--- config.mk ---
export PLATFORM = sky130hd
export DESIGN_NAME = fla_ram
export DESIGN_NICKNAME = d
export VERILOG_FILES = /design/src/fla_ram.sv
export SDC_FILE = /design/constraint.sdc
export NUM_CORES = 1
export LEC_CHECK = 0
export ABC_AREA = 1
export BUFFER_PORTS_ARGS = -buffer_cell sky130_fd_sc_hd__buf_2
export CAP_MARGIN = 0
export CORE_MARGIN = 5
export CORE_UTILIZATION = 25
export CTS_BUF_LIST = sky130_fd_sc_hd__clkbuf_16
export DETAILED_ROUTE_END_ITERATION = 8
export PLACE_DENSITY = 0.45
export SETUP_SLACK_MARGIN = 0.4
export SLEW_MARGIN = 20
export SYNTH_ARGS = -nofsm -noshare
export SYNTH_HDL_FRONTEND = slang
export SYNTH_SLANG_ARGS = --single-unit
--- constraint.sdc ---
create_clock -name clk -period 1.8 [get_ports clk]
set_input_delay 0.09 -clock clk [delete_from_list [all_inputs] [get_ports clk]]
set_output_delay 0.09 -clock clk [all_outputs]
set_load 0.02 [all_outputs]
--- src/fla_ram.sv ---
// ----------------------------------------------------------------------------
// Generic RAM
// One write port and one read port, read data registered.
// ----------------------------------------------------------------------------
module fla_ram #(
	parameter int WIDTH = 8,
	parameter int DEPTH = 16
) (
	input  logic                     clk,
	input  logic                     we,
	input  logic [$clog2(DEPTH)-1:0] waddr,
	input  logic [WIDTH-1:0]         wdata,
	input  logic                     re,
	input  logic [$clog2(DEPTH)-1:0] raddr,
	output logic [WIDTH-1:0]         rdata
);

	logic [WIDTH-1:0] mem [DEPTH];

	always_ff @(posedge clk) begin
		if (we) begin
			mem[waddr] <= wdata;
		end
		if (re) begin
			rdata <= mem[raddr];
		end
	end

endmodule

==> out/metrics.csv, run 1 <==
stage,metric,value,unit
floorplanning,starting density of the core,25.1,%
sta,"Period Utilization, post-route",64.9,%
synth,Syn Inst Count,551,
floorplanning,floorplan die width,163,um
clock_tree,number of setup buffers added after CTS,0,
synth,cell area after synthesis,5850,um^2
sta,post-route clock skew,0.00359,ns
synth,share of flip-flops with an asynchronous set or reset,0,%
pwr,Total Power Consumption,0.00740,W
sta,transition at the pin with the smallest max-transition slack,0.428,ns
global_route,global-route total usage across every layer,11.5,%
worst_hold_path,worst min-delay path category,in2reg,
route,total number of vias,3827,
clock_tree,worst-case clock buffer depth,2,
worst_setup_path,kind of end point of the critical path,flip-flop,
sta,Achievable Freq,856,MHz
global_route,remaining global-route overflow,0,
pwr,Static Leak,2.95,nW
sta,count of final max-slew check failures,0,
global_route,wire length of the first global-routing pass,22.3,mm
clock_tree,number of buffers created by CTS,17,
status,result of the run,"complete, no violations",
synth,syn nets,570,
cells_and_area,number of nets at the end of the flow,613,
global_route,largest net degree at the start of global routing,65,
synth,post-synth top area cell,sky130_fd_sc_hd__edfxtp_1,
global_route,number of global-route vias before repair,3762,
pwr,power density cells,1060,nW/um^2
synth,top post-synthesis cells by count,"sky130_fd_sc_hd__nand2_1, sky130_fd_sc_hd__edfxtp_1, sky130_fd_sc_hd__inv_1",
route,Routed WL per cell,15.8,um
worst_setup_path,type of the setup path with the least slack,reg2reg,
pwr,Worst IR Drop VDD,0.381,mV
route,via/cell ratio,4.14,
floorplanning,die boundary height,163,um
worst_setup_path,critical path data required time,1.97,ns
placed_design,Buffers on Ports,26,
synth,top flip-flop cell by instance count after synthesis,sky130_fd_sc_hd__edfxtp_1,
clock_tree,H-Tree Depth,4,
clock_tree,"Gates resized, CTS repair",0,
clock_tree,clock slew at the register clock pins of the worst setup and hold paths,0.05,ns
cells_and_area,final antenna diode count,0,
synth,cell with the most instances after synthesis,sky130_fd_sc_hd__nand2_1,
synth,number of synthesized register bits,136,
synth,share of the yosys chip area belonging to registers,69.8,%
sta,final hold vios,0,
worst_setup_path,kind of start point of the critical path,flip-flop,
synth,number of enable flip-flop cells after synthesis,136,
sta,Total Neg Setup Slack,0,ns
floorplanning,Core Footprint,23300,um^2
sta,worst slew slack as a fraction of its limit,71.5,%
synth,cells taking the most area after synthesis,"sky130_fd_sc_hd__edfxtp_1, sky130_fd_sc_hd__nand2_1, sky130_fd_sc_hd__nand3_1",
clock_tree,clock insertion delay at the later pin of the skew report,0.42,ns
route,wire length reported by the detailed router,14.6,mm
clock_tree,Clock Sink Count,136,
floorplanning,Top-Level Pins,27,
route,Pre-Repair DR Iteration Count,5,
route,number of design-rule violations left by the first detailed-router iteration,251,
cells_and_area,ratio of cells with drive above 1 in the final layout,12.4,%
synth,mean instance size in the synthesized netlist,10.6,um^2
route,number of remaining DRC errors,0,
clock_tree,CTS tree,built,
cells_and_area,area delta synth->final,19.4,%
clock_tree,cts hold-fix bufs,0,
synth,"Distinct cells, synth",11,
synth,share of Yosys cell area claimed by the top area cell type,69.8,%
placed_design,gp weighted congestion,0.783,
worst_setup_path,maximum fanout along the worst path,1,
worst_setup_path,worst path arrival time,1.34,ns
clock_tree,root buffer cell,sky130_fd_sc_hd__clkbuf_16,
global_route,initial antenna violation count,0,
route,remaining antenna violation count after routing,0,
run,max cap viols,0,
synth,"Warnings, synthesis",0,
sta,"Setup violations, final",0,
floorplanning,area enclosed by the die boundary,26500,um^2
sta,unrepaired setup endpoints after global routing,false,
placed_design,detailed placer's ending HPWL,9.18,mm
sta,min Tclk post-route,1.17,ns
floorplanning,Site Rows,56,
## through the flow
| stage | instance area (um^2) | utilization [%] | worst slack [ns] | instances | hold slack (ns) |
|---|---|---|---|---|---|
| 3_3_place_gp | 6410 | 27.6 | 0.431 | 894 | 0.479 |
| 2_1_floorplan | 5850 | - | 0.759 | 551 | 0.189 |
| 4_1_cts | 6980 | 30.0 | 0.632 | 925 | 0.0274 |
| 5_1_grt | 6980 | 30.0 | 0.537 | 925 | 0.0402 |
| 3_5_place_dp | 6410 | 27.6 | 0.429 | 894 | 0.475 |
| 6_report | 6980 | 30.0 | 0.632 | 925 | 0.0515 |
## cell usage in the layout, fill, tap and decap left out
cell                        count
sky130_fd_sc_hd__clkinv_4       1
sky130_fd_sc_hd__buf_2         26
sky130_fd_sc_hd__inv_2          2
sky130_fd_sc_hd__bufinv_16      3
sky130_fd_sc_hd__nand3b_1       2
sky130_fd_sc_hd__clkinv_1       4
sky130_fd_sc_hd__buf_4         19
sky130_fd_sc_hd__buf_12         3
sky130_fd_sc_hd__inv_1        102
sky130_fd_sc_hd__clkinv_2       4
sky130_fd_sc_hd__nand3_1       97
sky130_fd_sc_hd__nor2_1        17
sky130_fd_sc_hd__nand2_1      173
sky130_fd_sc_hd__edfxtp_1     136
sky130_fd_sc_hd__clkbuf_16     17
## sequential cells by signal, indices dropped and copies added (netlist names)
register,cells
rdata,8
mem,128
## report_power, final
| part | switching [W] | leakage, nW | internal, W |
|---|---|---|---|
| Sequential | 0.0000181 | 1.24 | 0.00357 |
| Clock | 0.00122 | 0.289 | 0.00213 |
| Combinational | 0.000332 | 1.42 | 0.000131 |
| Total | 0.00158 | 2.95 | 0.00583 |
## critical path, stage by stage (launching register included)
cell	delay, ns
sky130_fd_sc_hd__edfxtp_1	0.36
sky130_fd_sc_hd__inv_1	0.07
sky130_fd_sc_hd__nand2_1	0.04
sky130_fd_sc_hd__nand3_1	0.08
sky130_fd_sc_hd__nand3_1	0.13
sky130_fd_sc_hd__nand3_1	0.16
sky130_fd_sc_hd__nand2_1	0.08
## final timing paths
check	startpoint	end	slack, ns	cells past startpoint
min	re	rdata[4]$_DFFE_PP_	0.05	1
max	mem[1][5]$_DFFE_PP_	rdata[5]$_DFFE_PP_	0.63	6
max reg2reg	mem[1][5]$_DFFE_PP_	rdata[5]$_DFFE_PP_	0.63	6
min reg2reg	mem[11][5]$_DFFE_PP_	rdata[5]$_DFFE_PP_	0.76	6
## per-layer routing
layer  vias up  share of wire, %  routed length (um)  global-route usage (%)
met1      1838                46                6680                    15.0
met3        23               5.4                 790                    2.83
met2       103                47                6810                    18.0
met5         -                 0                   0                       0
met4         0               2.2                 320                    5.07
li1       1863                 -                   -                       -
## cell families after synthesis
kind of cell | count (synthesis) | share of synthesized area, %
flops | 136 | 69.8
buf+inv | 126 | 9.39
simple gates | 289 | 20.8
## cell type report
cell class,count,area (um^2)
Sequential cell,136,4080
Multi-Input combinational cell,289,1210
Clock buffer,17,425
Timing Repair Buffer,48,333
Clock inverter,14,141
Inverter,102,383
Fill cell,2420,16300
Tap cell,319,399
Power figures use the tool's default switching activity.
==> run 2, diff against run 1 <==
==> constraint.sdc (replaced) <==
create_clock -name clk -period 1.1 [get_ports clk]
set_input_delay 0.055 -clock clk [delete_from_list [all_inputs] [get_ports clk]]
set_output_delay 0.055 -clock clk [all_outputs]
set_load 0.02 [all_outputs]
==> run 2 against run 1 <==
The flow now finishes with violations (negative setup slack). First-iteration DRC count down 8.0%. Clock power up 40%. Wire length down 4.5%. Total power up 56%. Core utilization up 2.4 points. Clock skew up 0.0023 ns. Non-clock buffer count up 8. Final area up 8.0%.
==> out/metrics.csv, run 2 (synthesis gave the netlist of run 1 again) <==
stage,metric,value,unit,change
floorplanning,starting density of the core,25.1,%,unchanged
floorplanning,Core Footprint,23300,um^2,unchanged
global_route,number of global-route vias before repair,4017,,was 3762
global_route,remaining global-route overflow,0,,unchanged
placed_design,gp weighted congestion,0.826,,was 0.783
cells_and_area,ratio of cells with drive above 1 in the final layout,24.1,%,was 12.4%
pwr,Worst IR Drop VDD,0.843,mV,was 0.381 mV
worst_setup_path,type of the setup path with the least slack,reg2out,,was reg2reg
route,number of remaining DRC errors,0,,unchanged
route,via/cell ratio,4.11,,was 4.14
cells_and_area,largest register by flop count,mem,,unchanged
clock_tree,clock slew at the register clock pins of the worst setup and hold paths,0.05,ns,about the same
worst_setup_path,kind of start point of the critical path,flip-flop,,unchanged
worst_setup_path,number of buffer and inverter stages on the critical path,1,,unchanged
sta,min Tclk post-route,1.14,ns,
clock_tree,number of setup buffers added after CTS,0,,unchanged
worst_setup_path,crit-path max cell delay,0.48,ns,was 0.36 ns
sta,Achievable Freq,879,MHz,
cells_and_area,FILL cells,2421,,was 2420
global_route,wire length of the first global-routing pass,22.3,mm,about the same
worst_setup_path,gate family responsible for the most delay along the worst path,flip-flops,,was simple AND/OR/NAND/NOR gates
clock_tree,number of buffers created by CTS,17,,unchanged
floorplanning,area enclosed by the die boundary,26500,um^2,unchanged
worst_setup_path,depth of the critical timing path with buffers and inverters included,1,,was 6
worst_setup_path,reg2reg path depth,6,,unchanged
clock_tree,worst-case clock buffer depth,2,,unchanged
sta,post-route clock skew,0.00592,ns,was 0.00359 ns
route,Pre-Repair DR Iteration Count,4,,was 5
sta,worst slew slack as a fraction of its limit,74.7,%,was 71.5%
floorplanning,Top-Level Pins,27,,unchanged
route,Routed WL per cell,15.0,um,was 15.8 um
worst_setup_path,maximum fanout along the worst path,1,,unchanged
floorplanning,floorplan die width,163,um,unchanged
floorplanning,Site Rows,56,,unchanged
sta,"Setup violations, final",2,,was 0
run,max cap viols,0,,unchanged
worst_setup_path,critical path cell sequence,buf_6,,was inv_1 -> nand2_1 -> nand3_1 -> nand3_1 -> nand3_1 -> nand2_1
global_route,global-route total usage across every layer,11.2,%,was 11.5%
worst_setup_path,kind of end point of the critical path,output port,,was flip-flop
cells_and_area,highest-count cells in the layout ignoring fill and taps,"sky130_fd_sc_hd__nand2_1, sky130_fd_sc_hd__edfxtp_1, sky130_fd_sc_hd__inv_1",,unchanged
global_route,initial antenna violation count,0,,unchanged
clock_tree,CTS tree,built,,unchanged
sta,worst hold slack after final layout,0.0199,ns,was 0.0515 ns
cells_and_area,number of nets at the end of the flow,621,,was 613
worst_hold_path,worst min-delay path category,in2reg,,unchanged
clock_tree,clock insertion delay at the later pin of the skew report,0.42,ns,about the same
sta,"Period Utilization, post-route",103,%,
floorplanning,die boundary height,163,um,unchanged
cells_and_area,most common library cell in the layout ignoring fill and taps,sky130_fd_sc_hd__nand2_1,,unchanged
clock_tree,H-Tree Depth,4,,unchanged
placed_design,Buffers on Ports,26,,unchanged
worst_setup_path,CP max stage cell,sky130_fd_sc_hd__edfxtp_1,,unchanged
sta,unrepaired setup endpoints after global routing,true,,was false
pwr,Static Leak,3.12,nW,was 2.95 nW
cells_and_area,max reg flops,128,,unchanged
cells_and_area,final core utilization,32.4,%,was 30.0%
status,violations in the final reports,negative setup slack,,
worst_setup_path,worst path arrival time,1.08,ns,was 1.34 ns
worst_setup_path,minimum setup slack among reg-to-reg paths,0.02,ns,was 0.63 ns
status,result of the run,finished with violations,,"was complete, no violations"
cells_and_area,final antenna diode count,0,,unchanged
placed_design,detailed placer's ending HPWL,9.71,mm,was 9.18 mm
clock_tree,root buffer cell,sky130_fd_sc_hd__clkbuf_16,,unchanged
route,number of design-rule violations left by the first detailed-router iteration,231,,was 251
sta,"crit path setup slack, layout",-0.0380,ns,was 0.632 ns
global_route,largest net degree at the start of global routing,40,,was 65
clock_tree,Clock Sink Count,136,,unchanged
sta,final hold vios,0,,unchanged
sta,transition at the pin with the smallest max-transition slack,0.380,ns,was 0.428 ns
worst_hold_path,cell count of the worst hold path,1,,unchanged
pwr,power density cells,1530,nW/um^2,was 1060 nW/um^2
worst_setup_path,critical path data required time,1.04,ns,was 1.97 ns
sta,count of final max-slew check failures,0,,unchanged
cells_and_area,multi-input logic area,1560,um^2,was 1210 um^2
route,remaining antenna violation count after routing,0,,unchanged
route,total number of vias,3827,,unchanged
clock_tree,cts hold-fix bufs,0,,unchanged
cells_and_area,Top Registers,"mem (128), rdata (8)",,unchanged
route,wire length reported by the detailed router,14.0,mm,was 14.6 mm
placed_design,worst setup slack before clock tree synthesis,-0.180,ns,was 0.429 ns
cells_and_area,area delta synth->final,29.0,%,was 19.4%
cells_and_area,combined flip-flop and latch cell area,4080,um^2,unchanged
[run 2: cell types whose count changed in the layout (fill, tap and decap cells not counted), sizes merged]
cell | before | now
buf | 48 | 56
bufinv | 3 | 0
inv | 104 | 106
[run 2: repair_timing]
| item | in CTS | in global routing |
|---|---|---|
| gates resized for setup | 41 | 22 |
| endpoints found under the setup margin | 28 | 24 |
| pin swaps | 43 | 27 |
[run 2: stage by stage]
| stage | power (W) | setup TNS, ns | cells | cell area (um^2) |
|---|---|---|---|---|
| 6_report | 0.0115 | -0.0719 | 932 | 7540 |
| 5_1_grt | 0.0120 | -0.258 | 932 | 7540 |
| 4_1_cts | 0.0116 | -0.0709 | 932 | 7440 |
| 3_5_place_dp | 0.00686 | -2.60 | 902 | 6800 |
| 2_1_floorplan | 0.00645 | 0 | 551 | 5980 |
| 3_3_place_gp | 0.00685 | -1.37 | 902 | 6800 |
[run 2: path summary, 6_finish.rpt]
| path | from | to |
|---|---|---|
| max | rdata[4]$_DFFE_PP_ | rdata[4] |
| min | re | rdata[1]$_DFFE_PP_ |
| max reg2reg | mem[14][0]$_DFFE_PP_ | rdata[0]$_DFFE_PP_ |
| min reg2reg | mem[4][6]$_DFFE_PP_ | rdata[6]$_DFFE_PP_ |
[run 2: report_power, final]
part | switching, W | internal, W | leakage [nW]
registers | 0.0000414 | 0.00584 | 1.24
clock network | 0.00194 | 0.00274 | 0.250
logic | 0.000606 | 0.000351 | 1.63
total | 0.00259 | 0.00894 | 3.12
[run 2: metal layers]
layer	wire, um	global-route usage (%)	vias up
met5	0	0	-
met4	161	3.70	0
met3	606	2.94	12
met2	6600	17.9	73
met1	6580	15.0	1863
li1	-	-	1879
[run 2: cell type report]
class,count,share of cell area [%]
Inverter,102,5.11
Clock buffer,17,5.64
Multi-Input combinational cell,289,20.7
Tap cell,319,5.29
Sequential cell,136,54.2
Timing Repair Buffer,56,8.45
Clock inverter,13,0.680
==> run 3, diff against run 2 <==
--- a/config.mk
+++ b/config.mk
@@ -5,7 +5,6 @@
 export SDC_FILE = /design/constraint.sdc
 export NUM_CORES = 1
 export LEC_CHECK = 0
-export ABC_AREA = 1
 export BUFFER_PORTS_ARGS = -buffer_cell sky130_fd_sc_hd__buf_2
 export CAP_MARGIN = 0
 export CORE_MARGIN = 5
==> run 3 against run 2 <==
The flow still finishes with violations (negative setup slack). Synthesized cell count is 58% lower. Global-route usage fell by 0.32 points. Clock skew shrank 0.0018 ns. Clock-buffer cell count is the same. Register-to-register slack worse by 0.30 ns. Die area decreased by 10%. Flip-flop and latch count unchanged. Largest cell class unchanged. Highest routed layer unchanged.
==> out/metrics.csv, run 3 <==
stage,metric,value,unit,change
sta,"crit path setup slack, layout",-0.283,ns,was -0.0380 ns
worst_setup_path,reg2reg path depth,3,,was 6
cells_and_area,highest-count cells in the layout ignoring fill and taps,"sky130_fd_sc_hd__edfxtp_1, sky130_fd_sc_hd__mux4_2, sky130_fd_sc_hd__buf_12",,"was sky130_fd_sc_hd__nand2_1, sky130_fd_sc_hd__edfxtp_1, sky130_fd_sc_hd__inv_1"
worst_setup_path,maximum fanout along the worst path,1,,unchanged
sta,post-route clock skew,0.00413,ns,was 0.00592 ns
sta,Total Neg Setup Slack,-1.97,ns,was -0.0719 ns
sta,worst hold slack after final layout,0.0243,ns,was 0.0199 ns
worst_setup_path,start point of the critical path,mem[3][3]$_DFFE_PP_,,was rdata[4]$_DFFE_PP_
global_route,number of global-route vias before repair,2831,,was 4017
status,violations in the final reports,negative setup slack,,unchanged
clock_tree,worst-case clock buffer depth,2,,unchanged
clock_tree,Clock Sink Count,136,,unchanged
clock_tree,H-Tree Depth,4,,unchanged
synth,"Distinct cells, synth",18,,was 11
synth,cell with the most instances after synthesis,sky130_fd_sc_hd__edfxtp_1,,was sky130_fd_sc_hd__nand2_1
placed_design,worst setup slack before clock tree synthesis,-0.498,ns,was -0.180 ns
cells_and_area,final antenna diode count,0,,unchanged
cells_and_area,final standard cell count with taps included and fillers excluded,596,,was 932
synth,top flip-flop cell by instance count after synthesis,sky130_fd_sc_hd__edfxtp_1,,unchanged
floorplanning,die boundary height,155,um,was 163 um
floorplanning,Site Rows,53,,was 56
cells_and_area,largest register by flop count,mem,,unchanged
sta,"Setup violations, final",8,,was 2
worst_setup_path,critical path data required time,1.26,ns,was 1.04 ns
worst_setup_path,gate family responsible for the most delay along the worst path,multiplexers,,was flip-flops
route,remaining antenna violation count after routing,0,,unchanged
worst_setup_path,number of buffer and inverter stages on the critical path,0,,was 1
clock_tree,clock slew at the register clock pins of the worst setup and hold paths,0.06,ns,was 0.05 ns
synth,syn nets,248,,was 570
pwr,Worst IR Drop VDD,1.05,mV,was 0.843 mV
worst_setup_path,worst flop-to-flop path endpoint,rdata[3]$_DFFE_PP_,,was rdata[0]$_DFFE_PP_
cells_and_area,FILL cells,1988,,was 2421
sta,count of final max-slew check failures,0,,unchanged
cells_and_area,max reg flops,128,,unchanged
clock_tree,clock insertion delay at the later pin of the skew report,0.41,ns,was 0.42 ns
synth,"Warnings, synthesis",0,,unchanged
synth,share of flip-flops with an asynchronous set or reset,0,%,unchanged
cells_and_area,most common library cell in the layout ignoring fill and taps,sky130_fd_sc_hd__edfxtp_1,,was sky130_fd_sc_hd__nand2_1
pwr,power density cells,1690,nW/um^2,was 1530 nW/um^2
floorplanning,area enclosed by the die boundary,23900,um^2,was 26500 um^2
global_route,wire length of the first global-routing pass,18.2,mm,was 22.3 mm
route,Pre-Repair DR Iteration Count,4,,unchanged
worst_hold_path,worst min-delay path category,in2reg,,unchanged
worst_setup_path,worst path arrival time,1.54,ns,was 1.08 ns
sta,transition at the pin with the smallest max-transition slack,1.02,ns,was 0.380 ns
synth,mean instance size in the synthesized netlist,22.8,um^2,was 10.6 um^2
sta,min Tclk post-route,1.38,ns,was 1.14 ns
floorplanning,starting density of the core,25.1,%,about the same
cells_and_area,area delta synth->final,34.9,%,was 29.0%
sta,final hold vios,0,,unchanged
global_route,largest net degree at the start of global routing,17,,was 40
route,Routed WL per cell,20.5,um,was 15.0 um
placed_design,Buffers on Ports,26,,unchanged
floorplanning,Top-Level Pins,27,,unchanged
status,result of the run,finished with violations,,unchanged
worst_setup_path,kind of end point of the critical path,flip-flop,,was output port
route,number of design-rule violations left by the first detailed-router iteration,210,,was 231
placed_design,Cell Count Post-Placement,562,,was 902
worst_setup_path,crit-path max cell delay,0.48,ns,about the same
cells_and_area,multi-input logic area,1220,um^2,was 1560 um^2
cells_and_area,ratio of cells with drive above 1 in the final layout,48.3,%,was 24.1%
worst_setup_path,type of the setup path with the least slack,reg2reg,,was reg2out
floorplanning,Core Footprint,20800,um^2,was 23300 um^2
sta,Achievable Freq,723,MHz,was 879 MHz
route,via/cell ratio,4.18,,was 4.11
worst_setup_path,critical path cell sequence,mux4_2 -> a22oi_2 -> nand2_1,,was buf_6
cells_and_area,number of nets at the end of the flow,327,,was 621
worst_setup_path,minimum setup slack among reg-to-reg paths,-0.28,ns,was 0.02 ns
pwr,Static Leak,2.29,nW,was 3.12 nW
synth,cell area after synthesis,5230,um^2,was 5850 um^2
synth,cells taking the most area after synthesis,"sky130_fd_sc_hd__edfxtp_1, sky130_fd_sc_hd__mux4_2, sky130_fd_sc_hd__mux4_1",,"was sky130_fd_sc_hd__edfxtp_1, sky130_fd_sc_hd__nand2_1, sky130_fd_sc_hd__nand3_1"
cells_and_area,combined flip-flop and latch cell area,4080,um^2,unchanged
clock_tree,number of buffers created by CTS,17,,unchanged
synth,share of Yosys cell area claimed by the top area cell type,78.1,%,was 69.8%
synth,post-synth top area cell,sky130_fd_sc_hd__edfxtp_1,,unchanged
sta,unrepaired setup endpoints after global routing,true,,unchanged
sta,"Period Utilization, post-route",126,%,was 103%
placed_design,gp weighted congestion,0.695,,was 0.826
worst_hold_path,cell count of the worst hold path,1,,unchanged
run,max cap viols,0,,unchanged
clock_tree,root buffer cell,sky130_fd_sc_hd__clkbuf_16,,unchanged
synth,Syn Inst Count,229,,was 551
global_route,remaining global-route overflow,0,,unchanged
floorplanning,floorplan die width,155,um,was 163 um
route,wire length reported by the detailed router,12.2,mm,was 14.0 mm
route,number of remaining DRC errors,0,,unchanged
worst_setup_path,CP max stage cell,sky130_fd_sc_hd__mux4_2,,was sky130_fd_sc_hd__edfxtp_1
synth,top post-synthesis cells by count,"sky130_fd_sc_hd__edfxtp_1, sky130_fd_sc_hd__mux4_2, sky130_fd_sc_hd__a22oi_1",,"was sky130_fd_sc_hd__nand2_1, sky130_fd_sc_hd__edfxtp_1, sky130_fd_sc_hd__inv_1"
sta,worst slew slack as a fraction of its limit,31.6,%,was 74.7%
clock_tree,CTS tree,built,,unchanged
global_route,global-route total usage across every layer,10.9,%,was 11.2%
worst_setup_path,last element of the critical path,rdata[3]$_DFFE_PP_,,was rdata[4]
placed_design,detailed placer's ending HPWL,7.95,mm,was 9.71 mm
synth,share of the yosys chip area belonging to registers,78.1,%,was 69.8%
worst_setup_path,reg-to-reg critical path startpoint,mem[3][3]$_DFFE_PP_,,was mem[14][0]$_DFFE_PP_
clock_tree,cts hold-fix bufs,0,,unchanged
synth,number of synthesized register bits,136,,unchanged
cells_and_area,Top Registers,"mem (128), rdata (8)",,unchanged
worst_setup_path,depth of the critical timing path with buffers and inverters included,3,,was 1
synth,number of enable flip-flop cells after synthesis,136,,unchanged
worst_setup_path,kind of start point of the critical path,flip-flop,,unchanged
global_route,initial antenna violation count,0,,unchanged
route,total number of vias,2493,,was 3827
run 3: changes by cell type in the layout (fill, tap and decap cells not counted), moves of 7 or more:
cell	before	now
sky130_fd_sc_hd__mux4_2	0	32
sky130_fd_sc_hd__inv_1	101	2
sky130_fd_sc_hd__nand3_2	40	0
sky130_fd_sc_hd__nand2_1	163	8
sky130_fd_sc_hd__a22oi_1	0	7
sky130_fd_sc_hd__a22oi_2	0	9
sky130_fd_sc_hd__nand3_1	56	0
sky130_fd_sc_hd__buf_12	18	26
sky130_fd_sc_hd__nor2_2	8	0
run 3: what timing repair did:
item,in CTS,in global routing
resized for setup,27,4
endpoints found under the hold margin,0,0
setup buffers,2,0
setup endpoints to repair,104,125
pin swaps,3,4
cloned,0,0
run 3: how the worst min path moves through the flow:
stage,startpoint,end,slack [ns]
final,wdata[7],mem[4][7]$_DFFE_PP_,0.02
after global routing,wdata[7],mem[8][7]$_DFFE_PP_,0.006
after CTS,wdata[7],mem[8][7]$_DFFE_PP_,0.008
after detailed placement,wdata[4],mem[2][4]$_DFFE_PP_,0.45
after global placement,wdata[5],mem[3][5]$_DFFE_PP_,0.44
after floorplan,wdata[0],mem[0][0]$_DFFE_PP_,0.15
run 3: kinds of logic after synthesis:
| logic type | after synthesis | synth area share (%) |
|---|---|---|
| flops | 136 | 78.1 |
| simple gates | 35 | 3.14 |
| mux | 32 | 14.8 |
| compound gates | 16 | 2.30 |
| buf+inv | 10 | 1.65 |
run 3: metrics by stage:
step | util, % | power, W | cell area [um^2]
6_report | 33.9 | 0.0119 | 7050
5_1_grt | 33.9 | 0.0124 | 7050
3_3_place_gp | 30.6 | 0.00675 | 6370
3_5_place_dp | 30.6 | 0.00676 | 6370
2_1_floorplan | - | 0.00636 | 5380
4_1_cts | 33.8 | 0.0120 | 7030
run 3: layer usage:
metal / up-vias / routed length [um] / GRT usage [%]
met4: 0 / 173 / 4.04
met1: 1287 / 5600 / 14.6
met5: - / 0 / 0
met3: 14 / 603 / 3.19
li1: 1132 / - / -
met2: 60 / 5850 / 17.0
run 3: layout make-up:
| type | count | share of cell area (%) |
|---|---|---|
| multi-input cells | 83 | 17.3 |
| well taps | 275 | 4.88 |
| clock buffers | 17 | 6.03 |
| repair buffers | 70 | 12.2 |
| flip-flops and latches | 136 | 57.9 |
| clock inverters | 15 | 1.69 |
run 3: report_power, final:
group / internal, W / switching [W] / total, W
combinational: 0.000408 / 0.000422 / 0.000829
clock: 0.00324 / 0.00194 / 0.00519
sequential: 0.00584 / 0.0000374 / 0.00588
total: 0.00949 / 0.00240 / 0.0119
